**src/rtl/rrs_pkg.sv**
```systemverilog
`timescale 1ns / 1ps
`default_nettype none
// ----------------------------------------------------------------------------
// rrs_pkg
// Shared types and constants for the round-robin time-slice scheduler.
// ----------------------------------------------------------------------------
package rrs_pkg;

  localparam int ID_W       = 4;
  localparam int SVC_W      = 10;
  localparam int QUANTUM_W  = 8;
  localparam int OUT_TIME_W = 16;
  localparam int ID_SLOTS   = 2 ** ID_W;

  localparam logic KIND_ARRIVAL = 1'b0;
  localparam logic KIND_TICK    = 1'b1;

  typedef struct packed {
    logic             kind;
    logic [ID_W-1:0]  process_id;
    logic [SVC_W-1:0] svc_len;
  } rrs_in_t;

  typedef struct packed {
    logic                  ran;
    logic [ID_W-1:0]       running_id;
    logic                  finished;
    logic [OUT_TIME_W-1:0] finish_time;
    logic [OUT_TIME_W-1:0] turnaround;
    logic                  overflow;
  } rrs_out_t;

  typedef struct packed {
    logic [ID_W-1:0]  id;
    logic [SVC_W-1:0] rem;
  } rrs_entry_t;

  typedef logic [QUANTUM_W-1:0] rrs_cfg_t;

endpackage
`default_nettype wire

```
**src/rtl/rrs_chan_if.sv**
```systemverilog
`timescale 1ns / 1ps
`default_nettype none
// ----------------------------------------------------------------------------
// rrs_chan_if
// Valid/ready channel carrying one request of payload type T.
// ----------------------------------------------------------------------------
interface rrs_chan_if #(
  parameter type T = logic
) ();

  logic valid;
  logic ready;
  T     data;

  modport source (output valid, output data, input ready);
  modport sink   (input valid, input data, output ready);

endinterface
`default_nettype wire

```
**src/rtl/round_robin_scheduler.sv**
```systemverilog
`timescale 1ns / 1ps
`default_nettype none
// ----------------------------------------------------------------------------
// round_robin_scheduler
// Round-robin time-slice scheduler: arrivals enqueue process requests, ticks
// serve the queue head for one time unit with quantum preemption.
// Latency: ticks and dropped arrivals give a result in the cycle after acceptance.
// Throughput: one request per cycle; the only stall is a held, untaken result.
// The queue head sits in a register, the rest of the queue in a memory with a
// registered read of the next head, so each request is one short pass.
// Reset (synchronous, rst_n low): queue empty, time 0, quantum 1, no result.
// ----------------------------------------------------------------------------
module round_robin_scheduler
  import rrs_pkg::*;
#(
  parameter int MAX_PROCS = 16,
  parameter int TIME_BITS = 16
) (
  input  wire               clk,
  input  wire               rst_n,
  rrs_chan_if.sink          in_ch,
  rrs_chan_if.source        out_ch,
  rrs_chan_if.sink          cfg_ch
);

  localparam int IDX_W = $clog2(MAX_PROCS);
  localparam int CNT_W = $clog2(MAX_PROCS + 1);
  localparam logic [CNT_W:0]     MAX_CNT = (CNT_W + 1)'(MAX_PROCS);
  localparam logic [IDX_W:0]     DEPTH   = (IDX_W + 1)'(MAX_PROCS);
  localparam logic [IDX_W-1:0]   LAST    = IDX_W'(MAX_PROCS - 1);

  function automatic logic [QUANTUM_W-1:0] slice_reload(input logic [QUANTUM_W-1:0] q);
    return (q == '0) ? QUANTUM_W'(1) : q;
  endfunction

  // state
  logic [QUANTUM_W-1:0] quantum_r,   quantum_nxt;
  logic [QUANTUM_W-1:0] slice_r,     slice_nxt;
  logic [TIME_BITS-1:0] now_r,       now_nxt;
  logic                 front_vld_r, front_vld_nxt;
  rrs_entry_t           front_r,     front_nxt;
  logic                 held_vld_r,  held_vld_nxt;
  rrs_entry_t           held_r,      held_nxt;
  logic [IDX_W-1:0]     mhead_r,     mhead_nxt;
  logic [CNT_W-1:0]     mcount_r,    mcount_nxt;
  rrs_entry_t           mem_rd_r;
  logic                 out_vld_r,   out_vld_nxt;
  rrs_out_t             out_data_r,  out_data_nxt;

  rrs_entry_t           queue_mem [MAX_PROCS];
  logic [TIME_BITS-1:0] stamp_r   [ID_SLOTS];

  // combinational
  logic                 in_fire;
  logic                 cfg_fire;
  logic                 is_tick;
  logic [SVC_W-1:0]     svc_eff;
  logic [CNT_W:0]       total;
  logic                 full;
  logic [IDX_W:0]       tail_sum;
  logic [IDX_W-1:0]     tail;
  logic [IDX_W-1:0]     head_inc;
  logic                 cur_vld;
  rrs_entry_t           cur;
  logic                 push_mem;
  logic                 pop;
  logic [TIME_BITS-1:0] end_time;
  logic [TIME_BITS-1:0] turn_time;
  logic [TIME_BITS+OUT_TIME_W-1:0] end_ext;
  logic [TIME_BITS+OUT_TIME_W-1:0] turn_ext;
  logic                 wr_en;
  logic [IDX_W-1:0]     wr_addr;
  rrs_entry_t           wr_data;
  logic                 stamp_we;
  logic                 res_vld;
  rrs_out_t             res;

  assign in_ch.ready  = !out_vld_r || out_ch.ready;
  assign cfg_ch.ready = 1'b1;
  assign out_ch.valid = out_vld_r;
  assign out_ch.data  = out_data_r;

  assign in_fire  = in_ch.valid && in_ch.ready;
  assign cfg_fire = cfg_ch.valid && cfg_ch.ready;
  assign is_tick  = (in_ch.data.kind == KIND_TICK);
  assign svc_eff  = (in_ch.data.svc_len == '0) ? SVC_W'(1) : in_ch.data.svc_len;

  assign total = (CNT_W + 1)'(mcount_r) + (CNT_W + 1)'(front_vld_r)
               + (CNT_W + 1)'(held_vld_r);
  assign full  = (total >= MAX_CNT);

  assign tail_sum = {1'b0, mhead_r} + (IDX_W + 1)'(mcount_r);
  assign tail     = (tail_sum >= DEPTH) ? IDX_W'(tail_sum - DEPTH) : tail_sum[IDX_W-1:0];
  assign head_inc = (mhead_r == LAST) ? '0 : mhead_r + IDX_W'(1);

  assign cur_vld  = front_vld_r || held_vld_r;
  assign cur      = front_vld_r ? front_r : held_r;
  assign push_mem = held_vld_r && front_vld_r;

  assign end_time  = now_r + TIME_BITS'(1);
  assign turn_time = end_time - stamp_r[cur.id];
  assign end_ext   = {{OUT_TIME_W{1'b0}}, end_time};
  assign turn_ext  = {{OUT_TIME_W{1'b0}}, turn_time};

  always_comb begin
    quantum_nxt   = quantum_r;
    slice_nxt     = slice_r;
    now_nxt       = now_r;
    front_vld_nxt = front_vld_r;
    front_nxt     = front_r;
    held_vld_nxt  = held_vld_r;
    held_nxt      = held_r;
    mhead_nxt     = mhead_r;
    mcount_nxt    = mcount_r;
    wr_en         = 1'b0;
    wr_addr       = tail;
    wr_data       = held_r;
    stamp_we      = 1'b0;
    pop           = 1'b0;
    res_vld       = 1'b0;
    res           = '0;

    if (in_fire && !is_tick) begin
      if (full) begin
        res_vld      = 1'b1;
        res.overflow = 1'b1;
      end else begin
        stamp_we = 1'b1;
        if (!front_vld_r) begin
          front_vld_nxt = 1'b1;
          front_nxt     = '{id: in_ch.data.process_id, rem: svc_eff};
        end else begin
          wr_en      = 1'b1;
          wr_data    = '{id: in_ch.data.process_id, rem: svc_eff};
          mcount_nxt = mcount_r + CNT_W'(1);
        end
      end
    end else if (in_fire) begin
      res_vld      = 1'b1;
      now_nxt      = end_time;
      held_vld_nxt = 1'b0;
      if (cur_vld) begin
        res.ran        = 1'b1;
        res.running_id = cur.id;
        if (cur.rem <= SVC_W'(1)) begin
          res.finished    = 1'b1;
          res.finish_time = end_ext[OUT_TIME_W-1:0];
          res.turnaround  = turn_ext[OUT_TIME_W-1:0];
          pop             = 1'b1;
          slice_nxt       = slice_reload(quantum_r);
        end else if (slice_r <= QUANTUM_W'(1)) begin
          pop          = 1'b1;
          held_vld_nxt = 1'b1;
          held_nxt     = '{id: cur.id, rem: cur.rem - SVC_W'(1)};
          slice_nxt    = slice_reload(quantum_r);
        end else begin
          slice_nxt     = slice_r - QUANTUM_W'(1);
          front_vld_nxt = 1'b1;
          front_nxt     = '{id: cur.id, rem: cur.rem - SVC_W'(1)};
        end
      end
      if (pop) begin
        if (mcount_r != '0) begin
          front_vld_nxt = 1'b1;
          front_nxt     = mem_rd_r;
          mhead_nxt     = head_inc;
          if (push_mem) begin
            wr_en = 1'b1;
          end else begin
            mcount_nxt = mcount_r - CNT_W'(1);
          end
        end else if (push_mem) begin
          front_vld_nxt = 1'b1;
          front_nxt     = held_r;
        end else begin
          front_vld_nxt = 1'b0;
        end
      end else if (push_mem) begin
        wr_en      = 1'b1;
        mcount_nxt = mcount_r + CNT_W'(1);
      end
    end

    if (cfg_fire) begin
      quantum_nxt = cfg_ch.data;
      slice_nxt   = slice_reload(cfg_ch.data);
    end

    out_vld_nxt  = out_vld_r;
    out_data_nxt = out_data_r;
    if (!out_vld_r || out_ch.ready) begin
      out_vld_nxt  = res_vld;
      out_data_nxt = res;
    end
  end

  always_ff @(posedge clk) begin
    if (!rst_n) begin
      quantum_r   <= QUANTUM_W'(1);
      slice_r     <= QUANTUM_W'(1);
      now_r       <= '0;
      front_vld_r <= 1'b0;
      held_vld_r  <= 1'b0;
      mhead_r     <= '0;
      mcount_r    <= '0;
      out_vld_r   <= 1'b0;
    end else begin
      quantum_r   <= quantum_nxt;
      slice_r     <= slice_nxt;
      now_r       <= now_nxt;
      front_vld_r <= front_vld_nxt;
      held_vld_r  <= held_vld_nxt;
      mhead_r     <= mhead_nxt;
      mcount_r    <= mcount_nxt;
      out_vld_r   <= out_vld_nxt;
    end
  end

  always_ff @(posedge clk) begin
    front_r    <= front_nxt;
    held_r     <= held_nxt;
    out_data_r <= out_data_nxt;
  end

  // queue memory: one write at the tail, registered read of the next head
  always_ff @(posedge clk) begin
    if (wr_en) begin
      queue_mem[wr_addr] <= wr_data;
    end
    if (wr_en && (wr_addr == mhead_nxt)) begin
      mem_rd_r <= wr_data;
    end else begin
      mem_rd_r <= queue_mem[mhead_nxt];
    end
  end

  always_ff @(posedge clk) begin
    if (stamp_we) begin
      stamp_r[in_ch.data.process_id] <= now_r;
    end
  end

endmodule
`default_nettype wire

```
**src/flat_wrapper.sv**
```systemverilog
// flat-port wrapper written by rule: the top's interface ports become plain ports
module round_robin_scheduler_flat import rrs_pkg::*;
#(
  parameter int MAX_PROCS = 16,
  parameter int TIME_BITS = 16
)
  (clk, rst_n, in_ch_valid, in_ch_data, in_ch_ready, out_ch_valid, out_ch_data, out_ch_ready, cfg_ch_valid, cfg_ch_data, cfg_ch_ready);
  rrs_chan_if #(.T(rrs_in_t)) in_ch_i ();
  rrs_chan_if #(.T(rrs_out_t)) out_ch_i ();
  rrs_chan_if #(.T(rrs_cfg_t)) cfg_ch_i ();
  input  wire clk;
  input  wire rst_n;
  input wire logic [$bits(in_ch_i.valid)-1:0] in_ch_valid;
  input wire logic [$bits(in_ch_i.data)-1:0] in_ch_data;
  output wire logic [$bits(in_ch_i.ready)-1:0] in_ch_ready;
  output wire logic [$bits(out_ch_i.valid)-1:0] out_ch_valid;
  output wire logic [$bits(out_ch_i.data)-1:0] out_ch_data;
  input wire logic [$bits(out_ch_i.ready)-1:0] out_ch_ready;
  input wire logic [$bits(cfg_ch_i.valid)-1:0] cfg_ch_valid;
  input wire logic [$bits(cfg_ch_i.data)-1:0] cfg_ch_data;
  output wire logic [$bits(cfg_ch_i.ready)-1:0] cfg_ch_ready;
  assign in_ch_i.valid = in_ch_valid;
  assign in_ch_i.data = in_ch_data;
  assign in_ch_ready = in_ch_i.ready;
  assign out_ch_valid = out_ch_i.valid;
  assign out_ch_data = out_ch_i.data;
  assign out_ch_i.ready = out_ch_ready;
  assign cfg_ch_i.valid = cfg_ch_valid;
  assign cfg_ch_i.data = cfg_ch_data;
  assign cfg_ch_ready = cfg_ch_i.ready;
  round_robin_scheduler #(.MAX_PROCS(MAX_PROCS), .TIME_BITS(TIME_BITS)) u_core (.clk(clk), .rst_n(rst_n), .in_ch(in_ch_i), .out_ch(out_ch_i), .cfg_ch(cfg_ch_i));
endmodule
```
**config.mk**
```make
export PLATFORM = sky130hd
export DESIGN_NAME = round_robin_scheduler_flat
export DESIGN_NICKNAME = d
export VERILOG_FILES = /design/src/rtl/rrs_pkg.sv /design/src/rtl/rrs_chan_if.sv /design/src/rtl/round_robin_scheduler.sv /design/src/flat_wrapper.sv
export SDC_FILE = /design/constraint.sdc
export NUM_CORES = 1
export LEC_CHECK = 0
export ABC_AREA = 1
export BUFFER_PORTS_ARGS = -buffer_cell sky130_fd_sc_hd__clkbuf_2
export CAP_MARGIN = 15
export CORE_UTILIZATION = 45
export DETAILED_ROUTE_END_ITERATION = 10
export PLACE_DENSITY_LB_ADDON = 0.08
export RECOVER_POWER = 50
export REMOVE_ABC_BUFFERS = 1
export SYNTH_ARGS = -nofsm -noshare
export SYNTH_HDL_FRONTEND = slang
export SYNTH_SLANG_ARGS = --single-unit
```
**constraint.sdc**
```tcl
create_clock -name clk -period 12.65 [get_ports clk]
set_input_delay 2.53 -clock clk [delete_from_list [all_inputs] [get_ports clk]]
set_output_delay 2.53 -clock clk [all_outputs]
set_load 0.01 [all_outputs]
```
==> results.md, run 1 <==
- The flow ran to the end, but the final reports show violations.
- The checks that failed: max-capacitance violations, max-slew violations.
- The number of buffers created by CTS is 61.
- Setup repair after global routing left no endpoint under its margin.
- The netlist uses 49 different library cells.
- The post-synthesis instance area is 26200 µm².
- The library cell used most frequently in the layout, excluding fill and tap cells, is edfxtp_1.
- In this run, synthesis inferred 547 flip-flops with an integrated enable.
- The clock transition at the registers of the reported paths is 0.06 ns.
- At the pin with the least slew margin, the transition time is 2.76 ns.
- The type of destination of the critical path is a register.
- The number of buffers inserted to repair setup after CTS is 0.
- The first-pass detailed-route iteration total is 6.
- Synthesis produced a netlist whose cell count is 2433.
- Summed over its instances, the top area cell type makes up 62.6% of the synthesized netlist area.
- The layout overhead on the synthesized area is 11.5%.
- Setup slack on the worst reg-to-reg path comes out at 4.74 ns.
- The number of levels the H-tree was split into is 2.
- The total count of hold-check failures in the final report came to 0.
- The startpoint identified for the worst hold timing path is u_core.quantum_r[0].
- The die outline height is 243 µm.
- The residual overflow from global routing is 0.
- In the routed design, unresolved DRC markers number 0.
- The depth of the worst hold-timing path is 2.
- The final count of pins violating max slew is 182.
- In this run the worst path has a maximum fanout of 76.
- The layout filler cell count is 5226.
- For hold timing, the worst endpoint is u_core.quantum_r[0].
- The finished cells cover 29200 µm².
- The die is 243 µm wide.
- The tree is rooted in a clkbuf_16.
- The routed length per instance is 21.4 µm.
- The half-perimeter wire length of the detailed placement result is 43700 µm.
- In the synthesized netlist the async set-or-reset flop fraction comes to 0%.
- Leaving out fill and tap cells, the most frequent cells in the layout are edfxtp_1, nor2_1, nand2_1.
- The total vias in the final route is 18500.
- The initial antenna violation count is 0.
- The clock period minus final worst setup slack is 7.91 ns.
- The global-route wire length before repair is 107000 µm.
- The worst setup path is launched from a register.
- After layout, the worst path uses 62.5% of the clock period.
- After the last flow step, the layout net total stands at 2549.
- The number of hold buffers added after cts is 0.
- The part of the Yosys area used for sequential elements is 66.3%.
- The leakage component of the power is 10.8 nW.
- The number of antenna repair diodes is 0.
- Yosys attributes the largest share of cell area to edfxtp_1, nor2_1, o21ai_0.
- Summed over all layers, the routed wires come to 70800 µm.
- The count of pins on the block boundary is 70.
- Entering global routing, the biggest net connects 95 pins.
- For this run, the leading register cell type out of synthesis is edfxtp_1.
- The headroom to the max-slew limit is -83.8%.
- In this run the deepest clock path goes through 3 buffers.
- The remaining number of nets flagged by the antenna check after routing is 0.
- The critical path start-end classification is reg -> reg.
- The aggregate negative setup slack is 0 ns.
- The clock latency on the worst-skew pair is 0.63 ns.
- The global router's overall resource usage is 23.7%.
- Port buffering added 68 buffers.
- Routability-driven placement finished with a final weighted congestion of 0.863.
- The classification of the worst-slack hold path is reg -> reg.
- Derived from the worst setup path, the maximum achievable clock frequency is 0.126 GHz.
- The fraction of final layout cells with drive strength greater than 1 is 7.48%.
- The critical path data required time is 13.02 ns.
- The initialized floorplan defines 88 standard-cell rows.
- The worst path arrival time is 8.28 ns.
- The power density over the cells is 147 nW/µm².
- The worst supply voltage drop on vdd is 0.116 mV.
- The starting density of the core is 45.5%.
- The number of storage elements in the synthesis netlist is 595.
- The reg-to-reg critical path startpoint is u_core.front_vld_r.
- Clock skew on the completed layout was measured at 0.0147 ns.
- Post-CTS repair changed the size of 0 cells.
- The die footprint is 59300 µm².
- The TritonCTS clock tree is built.
- Each instance of the synthesized netlist takes up on average 10.8 µm².
- The setup violation total in the final timing report is 0.
- The Yosys step of the flow raised 0 warnings.
- Clock tree synthesis found a total of 595 sinks.
- The synthesized design spends more area on one cell type than any other, namely edfxtp_1.
- The number of violations of the max-capacitance limit is 4.
- The worst register-to-register path has a depth of 20.
- The endpoint of the worst-slack reg-to-reg timing path is u_core.out_ch.data[14].
- After the first detailed-routing iteration, the DRC count stood at 1530.
- The floorplan step defined a core boundary enclosing 57700 µm².
- The via count of the first global-routing pass is 17900.
- The instance area at placement is 27400 µm².
- After detailed routing, the number of vias per cell comes to 5.59.
[worst max-delay path by stage]
stage,cells past startpoint,to,start
after floorplan,20,u_core.out_ch.data[13],u_core.front_vld_r
after global placement,12,u_core.queue_mem[10][2],out_ch_ready
after detailed placement,5,in_ch_ready,out_ch_ready
after CTS,5,in_ch_ready,out_ch_ready
after global routing,20,u_core.out_ch.data[14],u_core.front_vld_r
final,20,u_core.out_ch.data[14],u_core.front_vld_r
[kinds of logic after synthesis]
group | after synthesis | share of synthesized area, %
compound gates | 516 | 11.5
xor+xnor | 29 | 0.968
fa+ha+maj | 29 | 1.44
buf+inv | 295 | 4.56
flops | 595 | 66.3
other cells | 1 | 0.0143
simple gates | 968 | 15.2
[cells in the mapped netlist, types with 23 or more instances]
cell,n
a21oi_1,81
buf_2,27
clkbuf_1,80
dfxtp_1,48
edfxtp_1,547
ha_1,27
inv_1,158
nand2_1,355
nand3_1,121
nor2_1,420
nor3_1,24
o211ai_1,38
o21ai_0,278
o221ai_1,54
o22ai_1,24
xor2_1,23
[through the flow]
step	setup slack (ns)	std cells	power, mW	utilization, %	hold slack, ns
floorplan	5.50	2311	2.43	-	0.427
finish	4.74	3306	4.31	50.7	0.465
global placement	6.67	3190	2.54	47.5	0.451
detailed placement	6.72	3191	2.55	47.6	0.453
CTS	6.72	3303	4.34	51.0	0.465
global route	4.00	3306	4.44	50.7	0.488
[registers in the layout, indices dropped and copies added (netlist names), named ones only]
register	count
u_core.mhead_r	4
u_core.mcount_r	5
u_core.queue_mem	224
u_core.held_r	14
u_core.front_vld_r	1
u_core.slice_r	8
u_core.now_r	16
u_core.front_r	14
u_core.stamp_r	256
u_core.out_ch.data	39
u_core.out_ch.valid	1
u_core.held_vld_r	1
u_core.quantum_r	8
[where the power goes]
| part | internal, mW | switching (mW) |
|---|---|---|
| clock | 1.06 | 0.744 |
| sequential | 2.17 | 0.0339 |
| combinational | 0.0878 | 0.210 |
[per-layer routing]
| layer | share of wire, % | GRT usage (%) |
|---|---|---|
| met5 | 0 | 0 |
| met4 | 3.4 | 8.81 |
| met3 | 4.3 | 2.40 |
| met2 | 50 | 40.9 |
| met1 | 42 | 30.9 |
[layout make-up]
cell class / instances / area (µm²) / share of cell area, %
clock inverters: 24 / 260 / 0.890
well taps: 765 / 957 / 3.27
repair buffers: 118 / 608 / 2.08
clock buffers: 88 / 1720 / 5.88
multi-input cells: 1543 / 7650 / 26.2
inverters: 173 / 652 / 2.23
flip-flops and latches: 595 / 17400 / 59.5
[critical path, cell delays in order (launching register included)]
cell        delay [ns]
dfxtp_1           0.30
clkbuf_1          1.10
nand2_1           0.24
nand2_4           0.14
buf_4             0.61
clkinvlp_2        1.88
buf_4             0.94
o21ai_0           0.27
o22ai_1           0.09
o211ai_1          0.42
nand2_1           0.11
inv_1             0.10
ha_1              0.28
nand2_1           0.10
a21oi_1           0.06
a211oi_1          0.17
o211ai_1          0.21
a21boi_0          0.29
nand2_1           0.09
nand2_1           0.07
nor2_1            0.05
Power figures use the tool's default switching activity.
==> run 2, diff against run 1 <==
--- a/config.mk
+++ b/config.mk
@@ -5,7 +5,7 @@
 export SDC_FILE = /design/constraint.sdc
 export NUM_CORES = 1
 export LEC_CHECK = 0
-export ABC_AREA = 1
+export ABC_AREA = 0
 export BUFFER_PORTS_ARGS = -buffer_cell sky130_fd_sc_hd__clkbuf_2
 export CAP_MARGIN = 15
 export CORE_UTILIZATION = 45
==> constraint.sdc (replaced) <==
create_clock -name clk -period 6.5 [get_ports clk]
set_input_delay 1.3 -clock clk [delete_from_list [all_inputs] [get_ports clk]]
set_output_delay 1.3 -clock clk [all_outputs]
set_load 0.01 [all_outputs]
==> results.md, run 2 <==
- The critical path data required time is 6.84 ns (-6.18 ns).
- The part of the Yosys area used for sequential elements came to 67.2% (+0.90 points).
- The global router's overall resource usage is 22.7% (-0.99 points).
- The most common flop cell mapped by yosys is edfxtp_1.
- The transition time at the pin with the least slew margin is 2.78 ns (+0.0271 ns).
- The layout overhead on the synthesized area is 11.8%.
- The worst setup slack after placement is 1.73 ns (-5.00 ns).
- The starting density of the core was 45.7% (+0.25 points).
- The number of enable flip-flop cells after synthesis was 547 (unchanged).
- The number of levels the H-tree was split into is 2 (unchanged).
- The clock sink total is 595 (unchanged).
- The global-route wire length before repair is 99800 µm (-7.0%).
- The number of storage elements in the synthesis netlist was 595 (unchanged).
- The total routed wirelength is 66500 µm (-6.1%).
- The number of distinct library cells after synthesis was 89 (+82%).
- The worst setup path is captured at a register.
- The critical path goes through mux2i_4, inv_1, buf_4, nand3_1, a21oi_1, a21oi_1, o21ai_0, ha_1, nor2b_1, o21ai_0, a21boi_0, o211ai_1, a21oi_1, o21ai_0, nor3b_1, nor3_1.
- The number of violations of the max-capacitance limit is 4 (unchanged).
- The final count of pins violating max slew was 118 (-35%).
- The minimum setup slack among reg-to-reg paths is 1.44 ns (-3.31 ns).
- The reg-to-reg critical path startpoint is u_core.front_vld_r.
- The clock period minus final worst setup slack came to 5.06 ns (-2.84 ns).
- The clock transition at the registers of the reported paths was 0.06 ns (about the same).
- The maximum root-to-sink buffer count is 3 (unchanged).
- The total vias in the final route was 15800 (-15%).
- The count of pins on the block boundary was 70 (unchanged).
- The category of the worst setup path launch point is a register.
- The run finished, with violations left.
- The power density over the cells is 280 nW/µm² (+90%).
- The worst clock skew on the final layout was 0.0139 ns (-0.000842 ns).
- The die width came to 242 µm (-0.67%).
- The most frequent standard cell in the layout excluding fill and tap cells is edfxtp_1.
- The delay of the slowest cell on the worst path is 0.93 ns (-0.95 ns).
- The total number of nets in the final design was 2024 (-21%).
- The worst supply voltage drop on vdd came to 0.213 mV (+83%).
- The final setup slack of the worst path is 1.44 ns (-3.31 ns).
- The number of hold buffers added after cts is 0 (unchanged).
- The violation count after the first detailed-routing iteration is 1127 (-26%).
- The placeable core region came to 56600 µm² (-1.9%).
- The half-perimeter wire length of the detailed placement result is 39600 µm (-9.3%).
- The headroom to the max-slew limit is -87.0% (-3.2 points).
- The fraction of power spent switching nets is 22.7% (-0.23 points).
- The number of cells upsized or downsized after cts is 0 (unchanged).
- The post-synthesis cell type with the largest combined area is edfxtp_1.
- The cell internal power dissipation is 6.26 mW (+89%).
- The origin of the worst min-delay path is u_core.quantum_r[0].
- The fmax is 0.197 GHz (+56%).
- The total count of hold-check failures in the final report came to 0 (unchanged).
- The residual overflow from global routing is 0 (unchanged).
- The cell with the biggest individual delay on the critical path is inv_1.
- The part of the power in combinational logic is 6.0% (-0.9 points).
- The die outline height was 242 µm (-0.67%).
- The number of antenna repair diodes is 0 (unchanged).
- The initial antenna violation count is 2 (+2).
- The checks that failed: max-capacitance violations, max-slew violations.
- TritonCTS built the clock tree.
- The worst path arrival time is 5.41 ns (-2.87 ns).
- The share of total power in the clock network came to 41.8% (about the same).
- The routability congestion estimate from global placement is 0.851 (-1.4%).
- Counting instances in the post-synthesis netlist gives the leading cell types as edfxtp_1, nand2_1, nor2_1, nand3_1, mux4_2.
- The aggregate negative setup slack is 0 ns (unchanged).
- The cell count after synthesis was 1892 (-22%).
- The flip-flop count of the largest register after layout was 256 (unchanged).
- The most common cell in the synthesized netlist is edfxtp_1.
- In this run the worst setup path begins at u_core.front_vld_r.
- The share of the core filled with cells is 51.1% (+0.44 points).
- The fraction of final layout cells with drive strength greater than 1 came to 13.6% (+6.2 points).
- The area taken by flip-flops and latches came to 17400 µm² (unchanged).
- The area of combinational cells with multiple inputs is 7960 µm² (+4.1%).
- The setup violation total in the final timing report came to 0 (unchanged).
- The die footprint is 58500 µm² (-1.3%).
- The top cell types in the final layout, fill and taps aside, are edfxtp_1, nand2_1, nor2_1, nand3_1.
- The routed length per instance is 24.0 µm (+12%).
- The leakage component of the power was 9.74 nW (-9.6%).
- The critical path start-end classification is reg -> reg.
- The share of async-settable or async-resettable flops after synthesis is 0% (unchanged).
- The synthesized area per cell is 13.7 µm² (+27%).
- The vias per cell is 5.69 (+1.9%).
- The portion of total power attributed to sequential cells was 52.1% (+0.9 points).
- The path class of the tightest hold or removal check is reg -> reg.
- The port buffer count is 68 (unchanged).
- The post-synthesis instance area was 25900 µm² (-1.3%).
- Setup repair after global routing left no endpoint under its margin.
- By area the synthesized netlist is led by edfxtp_1, mux4_2, nand2_1.
- The remaining number of nets flagged by the antenna check after routing is 0 (unchanged).
- The site row count is 87 (-1.1%).
- The first-pass detailed-route iteration total is 5 (-1).
- The power spent charging and discharging nets is 1.84 mW (+86%).
- The worst-path maximum fanout is 33 (-57%).
- The register containing the most flip-flops in the final layout is u_core.stamp_r.
- The number of buffers created by CTS was 61 (unchanged).
- The fraction of post-synthesis cell area in the top cell type by area was 63.5% (+0.85 points).
- The layout filler cell count was 4895 (-6.3%).
- The clock latency on the worst-skew pair was 0.63 ns (about the same).
- The via count of the first global-routing pass is 16000 (-11%).
- The period utilization came to 77.9% (+15 points).
- The total DRC errors in the routed layout was 0 (unchanged).
- The cell at the root of the clock tree is clkbuf_16.
- The maximum number of pins on one net before global-route repair was 124 (+31%).
- The number of buffers inserted to repair setup after CTS came to 0 (unchanged).
- The count of synthesis-stage warnings from yosys is 0 (unchanged).
run 2: changes by cell type after synthesis, sizes merged, moves of 20 or more:
cell,change
o21ai,-226
mux2i,+29
o211ai,-27
mux4,+69
inv,-147
a21oi,-25
and3,+34
a31oi,+20
and2,+31
nand3,-29
xnor2,+34
nand2,-24
o221ai,-53
nor2,-317
run 2: area by class of cell:
cell class / count / share of cell area (%)
clock inverter: 35 / 0.938
sequential: 595 / 60.1
timing repair buffer: 119 / 2.17
tap: 756 / 3.27
inverter: 22 / 0.294
multi-input combinational: 1168 / 27.5
clock buffer: 78 / 5.71
run 2: through the flow:
stage | instances | hold WS [ns] | instance area (µm²) | power [mW]
floorplan | 1785 | 0.441 | 25400 | 4.62
global placement | 2660 | 0.473 | 27200 | 4.79
detailed placement | 2660 | 0.474 | 27200 | 4.80
CTS | 2773 | 0.491 | 29100 | 8.17
global route | 2773 | 0.502 | 28900 | 8.34
finish | 2773 | 0.483 | 28900 | 8.10
run 2: worst max-delay path: cells and delay by family, from the launching register on:
kind            cells  cell delay (ns)
compound gates      8             1.73
fa+ha+maj           1             0.36
buf+inv             2             1.47
flops               1             0.38
mux                 1             0.22
simple gates        4             0.58
run 2: kinds of logic (layout without fill, tap and decap cells):
family | Yosys count | in the layout | synth area share [%]
buffers and inverters | 129 | 254 | 2.26
multiplexers | 114 | 114 | 7.89
other | 1 | 1 | 0.0145
AO/OA/AOI/OAI | 272 | 272 | 7.06
flip-flops | 595 | 595 | 67.2
AND/OR/NAND/NOR | 694 | 694 | 12.1
adder cells (fa/ha/maj) | 30 | 30 | 1.50
XOR/XNOR | 57 | 57 | 1.93
run 2: path summary, 6_finish.rpt:
kind	end	cells past startpoint
worst max register to register	u_core.out_ch.data[15]	16
worst min register to register	u_core.quantum_r[0]	2
worst min-delay path	u_core.quantum_r[0]	2
worst max-delay path	u_core.out_ch.data[15]	16
run 2: metal layers:
layer  GRT usage [%]  wire, µm
met4            7.58      1850
met3            3.01      2750
met2            40.4     34400
met5               0        22
met1            28.5     27500
run 2: power groups by stage:
stage                     clock network [mW]  registers [mW]  logic, mW
after floorplan                            0            4.30      0.319
after global placement                     0            4.30      0.490
after detailed placement                   0            4.30      0.495
after CTS                               3.45            4.22      0.498
after global routing                    3.58            4.23      0.541
final                                   3.39            4.22      0.488
